**src/sv/cht_pkg.sv**
```systemverilog
// ----------------------------------------------------------------------------
// cht_pkg
// Types and codes shared by the chained hash table and its checker.
// ----------------------------------------------------------------------------
package cht_pkg;

  localparam int KEY_W  = 8;
  localparam int REC_W  = 16;
  localparam int ACT_W  = 2;
  localparam int STAT_W = 2;
  localparam int BKT_W  = 4;
  localparam int TS_W   = 5;

  localparam logic [TS_W-1:0] TS_RESET = 5'd16;

  localparam logic [ACT_W-1:0] ACT_INSERT = 2'd0;
  localparam logic [ACT_W-1:0] ACT_FIND   = 2'd1;
  localparam logic [ACT_W-1:0] ACT_DELETE = 2'd2;

  localparam logic [STAT_W-1:0] ST_OK   = 2'd0;
  localparam logic [STAT_W-1:0] ST_MISS = 2'd1;
  localparam logic [STAT_W-1:0] ST_FULL = 2'd2;

  typedef struct packed {
    logic [ACT_W-1:0] action;
    logic [KEY_W-1:0] key;
    logic [REC_W-1:0] record;
  } cht_req_t;

  typedef struct packed {
    logic [STAT_W-1:0] status;
    logic [REC_W-1:0]  found_record;
    logic [BKT_W-1:0]  bucket;
  } cht_rsp_t;

endpackage

```
**src/sv/cht_ram.sv**
```systemverilog
// ----------------------------------------------------------------------------
// cht_ram
// Simple dual-port RAM: one write port, one read port, registered read.
// ----------------------------------------------------------------------------
module cht_ram #(
  parameter int WIDTH = 8,
  parameter int WORDS = 16
) (
  input  logic                                    clk,
  input  logic                                    we,
  input  logic [(WORDS > 1 ? $clog2(WORDS) : 1)-1:0] waddr,
  input  logic [WIDTH-1:0]                        wdata,
  input  logic [(WORDS > 1 ? $clog2(WORDS) : 1)-1:0] raddr,
  output logic [WIDTH-1:0]                        rdata
);

  logic [WIDTH-1:0] mem [WORDS];

  always_ff @(posedge clk) begin
    if (we) begin
      mem[waddr] <= wdata;
    end
    rdata <= mem[raddr];
  end

endmodule

```
**src/sv/chained_hash_table.sv**
```systemverilog
// ----------------------------------------------------------------------------
// chained_hash_table
// Hash table with separate chaining, bucket = key mod table_size.
//
// Request channel (req_valid/req_ready/req) takes insert, find or delete
// items; every item gives exactly one response item on rsp_valid/rsp_ready/rsp.
// The cfg channel writes table_size (clamped to 1..BUCKETS); write it only
// while no item is in flight. cfg_ready is always high.
// Steps per item: the key mod, a radix-2 restoring loop at one bit per
// cycle; a read of the bucket's fill count; for find and delete, a scan of
// the bucket's entries, and for delete on a hit a shift-down of the later
// entries. Scan and shift go one entry at a time through the entry RAM's
// single read port, a read state then a compare or write state per entry.
// One item at a time: req_ready is low while busy and rises again when
// the response is loaded into the output register.
// A finished response sits in an output register, so a new item is taken
// while the previous response waits for rsp_ready; the next response then
// holds inside the block until that register frees.
// Reset (synchronous) empties all buckets through per-bucket valid bits
// and sets table_size to 16; no clearing pass is needed.
// ----------------------------------------------------------------------------
module chained_hash_table
  import cht_pkg::*;
#(
  parameter int BUCKETS = 16,
  parameter int DEPTH   = 8
) (
  input  logic            clk,
  input  logic            rst,
  input  logic            req_valid,
  output logic            req_ready,
  input  cht_req_t        req,
  output logic            rsp_valid,
  input  logic            rsp_ready,
  output cht_rsp_t        rsp,
  input  logic            cfg_valid,
  output logic            cfg_ready,
  input  logic [TS_W-1:0] cfg_data
);

  localparam int BIW     = BUCKETS > 1 ? $clog2(BUCKETS) : 1;
  localparam int ENTRIES = BUCKETS * DEPTH;
  localparam int AW      = ENTRIES > 1 ? $clog2(ENTRIES) : 1;
  localparam int FW      = $clog2(DEPTH + 1);
  localparam int EW      = KEY_W + REC_W;

  typedef enum logic [3:0] {
    S_IDLE, S_DIV, S_FILL_RD, S_FILL, S_SCAN_RD, S_SCAN,
    S_SHIFT_RD, S_SHIFT_WR, S_DEL_END, S_DONE
  } state_t;

  state_t             state;
  logic [TS_W-1:0]    table_size;
  logic [TS_W-1:0]    eff;
  logic [TS_W-1:0]    eff_r;
  logic [TS_W-1:0]    rem;
  logic [TS_W-1:0]    rem_next;
  logic [TS_W:0]      trial;
  logic [2:0]         bit_cnt;
  logic [ACT_W-1:0]   action_r;
  logic [KEY_W-1:0]   key_r;
  logic [REC_W-1:0]   record_r;
  logic [STAT_W-1:0]  status_r;
  logic [REC_W-1:0]   found_r;
  logic [AW-1:0]      base;
  logic [FW-1:0]      idx;
  logic [FW-1:0]      n;
  logic [FW-1:0]      n_cur;
  logic [BUCKETS-1:0] fill_valid;
  logic [BIW-1:0]     bidx;

  logic               ent_we;
  logic [AW-1:0]      ent_waddr;
  logic [EW-1:0]      ent_wdata;
  logic [AW-1:0]      ent_raddr;
  logic [EW-1:0]      ent_q;
  logic               fill_we;
  logic [FW-1:0]      fill_wdata;
  logic [FW-1:0]      fill_q;
  logic               key_hit;
  logic               more1;
  logic               more2;

  assign cfg_ready = 1'b1;
  assign req_ready = (state == S_IDLE);

  always_comb begin
    eff = table_size;
    if (table_size == '0) begin
      eff = TS_W'(1);
    end else if (int'(table_size) > BUCKETS) begin
      eff = TS_W'(BUCKETS);
    end
  end

  assign trial    = {rem, key_r[bit_cnt]};
  assign rem_next = (trial >= {1'b0, eff_r}) ? TS_W'(trial - {1'b0, eff_r}) : trial[TS_W-1:0];
  assign bidx     = BIW'(rem);
  assign n_cur    = fill_valid[bidx] ? fill_q : '0;
  assign key_hit  = (ent_q[EW-1:REC_W] == key_r);
  assign more1    = ({1'b0, idx} + 1'b1) < {1'b0, n};
  assign more2    = ({1'b0, idx} + (FW+1)'(2)) < {1'b0, n};

  always_comb begin
    ent_we     = 1'b0;
    ent_waddr  = base + AW'(n_cur);
    ent_wdata  = {key_r, record_r};
    ent_raddr  = base + AW'(idx);
    fill_we    = 1'b0;
    fill_wdata = n_cur + 1'b1;
    case (state)
      S_FILL: begin
        if (action_r == ACT_INSERT && n_cur < FW'(DEPTH)) begin
          ent_we  = 1'b1;
          fill_we = 1'b1;
        end
      end
      S_SHIFT_RD: begin
        ent_raddr = base + AW'(idx) + 1'b1;
      end
      S_SHIFT_WR: begin
        ent_we    = 1'b1;
        ent_waddr = base + AW'(idx);
        ent_wdata = ent_q;
      end
      S_DEL_END: begin
        fill_we    = 1'b1;
        fill_wdata = n - 1'b1;
      end
      default: begin
      end
    endcase
  end

  cht_ram #(.WIDTH(EW), .WORDS(ENTRIES)) u_entries (
    .clk   (clk),
    .we    (ent_we),
    .waddr (ent_waddr),
    .wdata (ent_wdata),
    .raddr (ent_raddr),
    .rdata (ent_q)
  );

  cht_ram #(.WIDTH(FW), .WORDS(BUCKETS)) u_fill (
    .clk   (clk),
    .we    (fill_we),
    .waddr (bidx),
    .wdata (fill_wdata),
    .raddr (bidx),
    .rdata (fill_q)
  );

  always_ff @(posedge clk) begin
    if (rst) begin
      state      <= S_IDLE;
      table_size <= TS_RESET;
      fill_valid <= '0;
      rsp_valid  <= 1'b0;
    end else begin
      if (cfg_valid && cfg_ready) begin
        table_size <= cfg_data;
      end
      if (fill_we) begin
        fill_valid[bidx] <= 1'b1;
      end
      if (rsp_valid && rsp_ready && state != S_DONE) begin
        rsp_valid <= 1'b0;
      end
      case (state)
        S_IDLE: begin
          if (req_valid) begin
            action_r <= req.action;
            key_r    <= req.key;
            record_r <= req.record;
            eff_r    <= eff;
            rem      <= '0;
            bit_cnt  <= 3'd7;
            status_r <= ST_MISS;
            found_r  <= '0;
            idx      <= '0;
            state    <= S_DIV;
          end
        end
        S_DIV: begin
          rem     <= rem_next;
          bit_cnt <= bit_cnt - 1'b1;
          if (bit_cnt == 3'd0) begin
            state <= S_FILL_RD;
          end
        end
        S_FILL_RD: begin
          base  <= AW'(bidx * DEPTH);
          state <= S_FILL;
        end
        S_FILL: begin
          n <= n_cur;
          case (action_r)
            ACT_INSERT: begin
              status_r <= (n_cur < FW'(DEPTH)) ? ST_OK : ST_FULL;
              state    <= S_DONE;
            end
            ACT_FIND, ACT_DELETE: begin
              state <= (n_cur == '0) ? S_DONE : S_SCAN_RD;
            end
            default: begin
              state <= S_DONE;
            end
          endcase
        end
        S_SCAN_RD: begin
          state <= S_SCAN;
        end
        S_SCAN: begin
          if (key_hit) begin
            status_r <= ST_OK;
            found_r  <= ent_q[REC_W-1:0];
            if (action_r == ACT_FIND) begin
              state <= S_DONE;
            end else begin
              state <= more1 ? S_SHIFT_RD : S_DEL_END;
            end
          end else if (more1) begin
            idx   <= idx + 1'b1;
            state <= S_SCAN_RD;
          end else begin
            state <= S_DONE;
          end
        end
        S_SHIFT_RD: begin
          state <= S_SHIFT_WR;
        end
        S_SHIFT_WR: begin
          idx   <= idx + 1'b1;
          state <= more2 ? S_SHIFT_RD : S_DEL_END;
        end
        S_DEL_END: begin
          state <= S_DONE;
        end
        S_DONE: begin
          if (!rsp_valid || rsp_ready) begin
            rsp_valid        <= 1'b1;
            rsp.status       <= status_r;
            rsp.found_record <= found_r;
            rsp.bucket       <= rem[BKT_W-1:0];
            state            <= S_IDLE;
          end
        end
        default: begin
          state <= S_IDLE;
        end
      endcase
    end
  end

endmodule

```
**config.mk**
```make
export PLATFORM = sky130hd
export DESIGN_NAME = chained_hash_table
export DESIGN_NICKNAME = d
export VERILOG_FILES = /design/src/sv/cht_pkg.sv /design/src/sv/cht_ram.sv /design/src/sv/chained_hash_table.sv
export SDC_FILE = /design/constraint.sdc
export NUM_CORES = 2
export LEC_CHECK = 0
export BUFFER_PORTS_ARGS = -buffer_cell sky130_fd_sc_hd__buf_2
export CAP_MARGIN = 30
export CORE_MARGIN = 2
export CORE_UTILIZATION = 50
export DETAILED_ROUTE_END_ITERATION = 16
export PLACE_DENSITY_LB_ADDON = 0.12
export SKIP_LAST_GASP = 1
export SLEW_MARGIN = 20
export SYNTH_ARGS = -nofsm -noshare
export SYNTH_HDL_FRONTEND = slang
export SYNTH_HIERARCHICAL = 1
export SYNTH_SLANG_ARGS = --single-unit
```
**constraint.sdc**
```tcl
create_clock -name clk -period 12.4 [get_ports clk]
set_input_delay 1.24 -clock clk [delete_from_list [all_inputs] [get_ports clk]]
set_output_delay 1.24 -clock clk [all_outputs]
set_load 0.01 [all_outputs]
```
==> results.md <==
* Total GRT Usage at 25.0%
* Starting Density at 50.2%
* 1st-pass router iterations at 5
* Post-DR wirelength/cell at 34.6 um
* Clock latency on the worst-skew pair at 970 ps
* HP Start: found_r[13]$_SDFFCE_PN0P_
* WP buf/inv at 3
* Reg area at 98000 sq um
* Async SR Flop Fraction at 0%
* DP Wirelength at 174000 um
* Largest net degree at the start of global routing at 135
* Number of global-route vias before repair at 58442
* Via count at 58087
* Fin crit period at 6100 ps
* Clock Tree Buf Depth at 4
* Gpl congestion at 0.800
* RR Startpoint: state[0]$_SDFFE_PP0P_
* Cell with the most instances on the worst path: mux4_2
* Gate Count Post-Synth at 5192
* WL final at 318000 um
* Syn nets at 5255
* Multi-input logic area at 27400 sq um
* Unrepaired setup endpoints after global routing: no
* Setup TNS at 0 ps
* FF+latch count, synth at 3281
* Cell with the most instances after synthesis: edfxtp_1
* Top cells by area, synth: edfxtp_1 77%, mux4_2 18%, dfxtp_1 0.86%
* Data required time at the worst endpoint at 13190 ps
* Hold-critical path depth at 0
* CTS Sinks at 3281
* First DRT Iteration DRCs at 7581
* CP Class: reg2reg
* Synth-to-layout area growth at 13.6%
* Global route overflow at 0
* Outcome: finished clean
* Die Width at 506 um
* R2R depth at 11
* Max_cap viols at 0
* Clk root buf: clkbuf_16
* Die height at 506 um
* FMAX at 0.164 GHz
* Ports at 61
* Yosys Warn Count at 6
* Initial antenna violation count at 21
* Reg2reg end: u_entries/rdata[19]$_DFF_P_
* Nets at 5620
* DIE AREA at 256000 sq um
* # DRC at 0
* Worst hold path endpoint: rsp[17]$_DFFE_PP_
* Yosys top cell by area: edfxtp_1
* Mapped Avg Cell Area at 24.2 sq um
* CP cell instances: nor2_1 -> and3_1 -> nand2_1 -> xnor2_2 -> buf_12 -> buf_4 -> buf_4 -> mux4_2 -> mux4_2 -> mux4_2 -> mux2_2
* Final setup vio count at 0
* Top_reg_cell synth: edfxtp_1
* First-pass GRT wire length at 449000 um
* Worst-margin pin slew at 1070 ps
* Via density at 6.33
* Synth top area share at 77.0%
* Fraction of layout cells with a size suffix above 1 at 33.7%
* Final hold vios at 0
* Clk slew on worst S/H paths at 60 ps
* Post-synth EDFFs at 3227
* Top Family by Delay on Critical Path: buffers and inverters
* Post-synthesis cell area at 126000 sq um
* Post-CTS Setup Repair Bufs at 0
* Crit. End Element: flip-flop
* Slowest library cell on the worst path: buf_4
* Num CTS Buffers at 349
* Final Max Slew Viols at 0
* Startpoint types: flip-flop
* Sequential share of the synthesized area at 77.9%
* Fill cells at 17892
* Pwr/cell area at 162 nW/um^2
* CTS resizes at 0
* Clock Skews at 86.3 ps
* Core area at 251000 sq um
* Synth cell count leaders: 3227 x edfxtp_1, 1017 x mux4_2, 180 x nor2_1
* Maximum VDD drop at 172 uV
* CTS tree: built
* R2r setup slk at 6300 ps
* Period Utilization, post-route at 49.2%
* Slowest stage delay, CP at 760 ps
* CP arrival at 6890 ps
* HP Class: reg2reg
* PortBufs at 59
* Htree depth at 5
* Post-route antenna net violation count at 0
* Hold Buf Count CTS at 0
* Post-synthesis cell type count at 52
* WHS at 408 ps
* Leak pwr at 44.3 nW
* Slew margin rel. at 28.6%
* Std-Cell Rows at 184
* CP Max Fanout at 133
==> cells in the final DEF (no fill, tap or decap), types with 26 or more instances in the layout <==
cell type,synthesis,routed
mux4_2,1017,1017
buf_2,61,59
dfxtp_1,54,54
clkinv_2,0,56
nor2_4,0,29
edfxtp_1,3227,3227
nor2_1,180,59
ha_1,26,26
nand2_1,130,106
buf_4,1,198
nor2_2,0,92
nand3_1,28,28
clkbuf_16,0,351
bufinv_16,0,33
clkbuf_1,170,70
clkinv_1,0,78
==> sequential cells by signal (all words and copies together), names as in the netlist <==
register         cells
bit_cnt              3
u_entries/mem     3072
found_r             16
fill_valid          16
u_entries/rdata     24
table_size           5
key_r                8
idx                  4
rem                  5
u_fill/mem          64
record_r            16
base                 4
rsp                 22
state                4
n                    4
action_r             2
u_fill/rdata         4
eff_r                5
status_r             2
rsp_valid            1
==> area by class of cell <==
| class | instances | share of cell area (%) |
|---|---|---|
| repair buffers | 281 | 1.62 |
| multi-input cells | 1619 | 19.1 |
| clock buffers | 428 | 6.40 |
| diodes | 9 | 0.0158 |
| clock inverters | 189 | 1.26 |
| inverters | 25 | 0.0657 |
| flip-flops and latches | 3281 | 68.6 |
| well taps | 3348 | 2.93 |
==> routing by layer <==
metal / track usage (%) / part of all wire, %
met1: 37.8 / 42
met2: 38.7 / 48
met3: 4.14 / 8.0
met4: 5.75 / 2.2
met5: 0 / 0.013
==> worst max path at each step <==
stage / depth (start not counted) / endpoint / startpoint
final: 11 / u_entries/rdata[19]$_DFF_P_ / state[0]$_SDFFE_PP0P_
after floorplan: 11 / u_entries/mem[78][0]$_DFFE_PP_ / rem[3]$_SDFFCE_PP0P_
after CTS: 11 / u_entries/rdata[19]$_DFF_P_ / state[0]$_SDFFE_PP0P_
after global routing: 11 / u_entries/rdata[19]$_DFF_P_ / state[0]$_SDFFE_PP0P_
after global placement: 11 / u_entries/rdata[19]$_DFF_P_ / state[0]$_SDFFE_PP0P_
after detailed placement: 11 / u_entries/rdata[19]$_DFF_P_ / state[0]$_SDFFE_PP0P_
==> through the flow <==
stage	util, %	cells	instance area, sq um	power (mW)	setup slack (ps)
floorplan	-	5192	126000	13.0	7150
global placement	52.5	8536	132000	13.3	6310
detailed placement	52.6	8548	132000	13.3	6330
CTS	56.9	9165	143000	23.3	6290
global route	57.0	9173	143000	23.8	6090
finish	57.0	9180	143000	23.2	6300
==> kinds of logic after synthesis <==
kind of cell / count (synthesis) / share of synthesized area (%)
compound gates: 74 / 0.414
xor+xnor: 28 / 0.195
fa+ha+maj: 27 / 0.275
buf+inv: 292 / 0.966
flops: 3281 / 77.9
mux: 1065 / 18.8
other cells: 1 / 0.00298
simple gates: 424 / 1.46
==> power breakdown <==
part | internal (mW) | switching (mW)
Clock | 5.91 | 4.15
Combinational | 0.335 | 0.527
Sequential | 12.2 | 0.0516
Power figures use the tool's default switching activity.
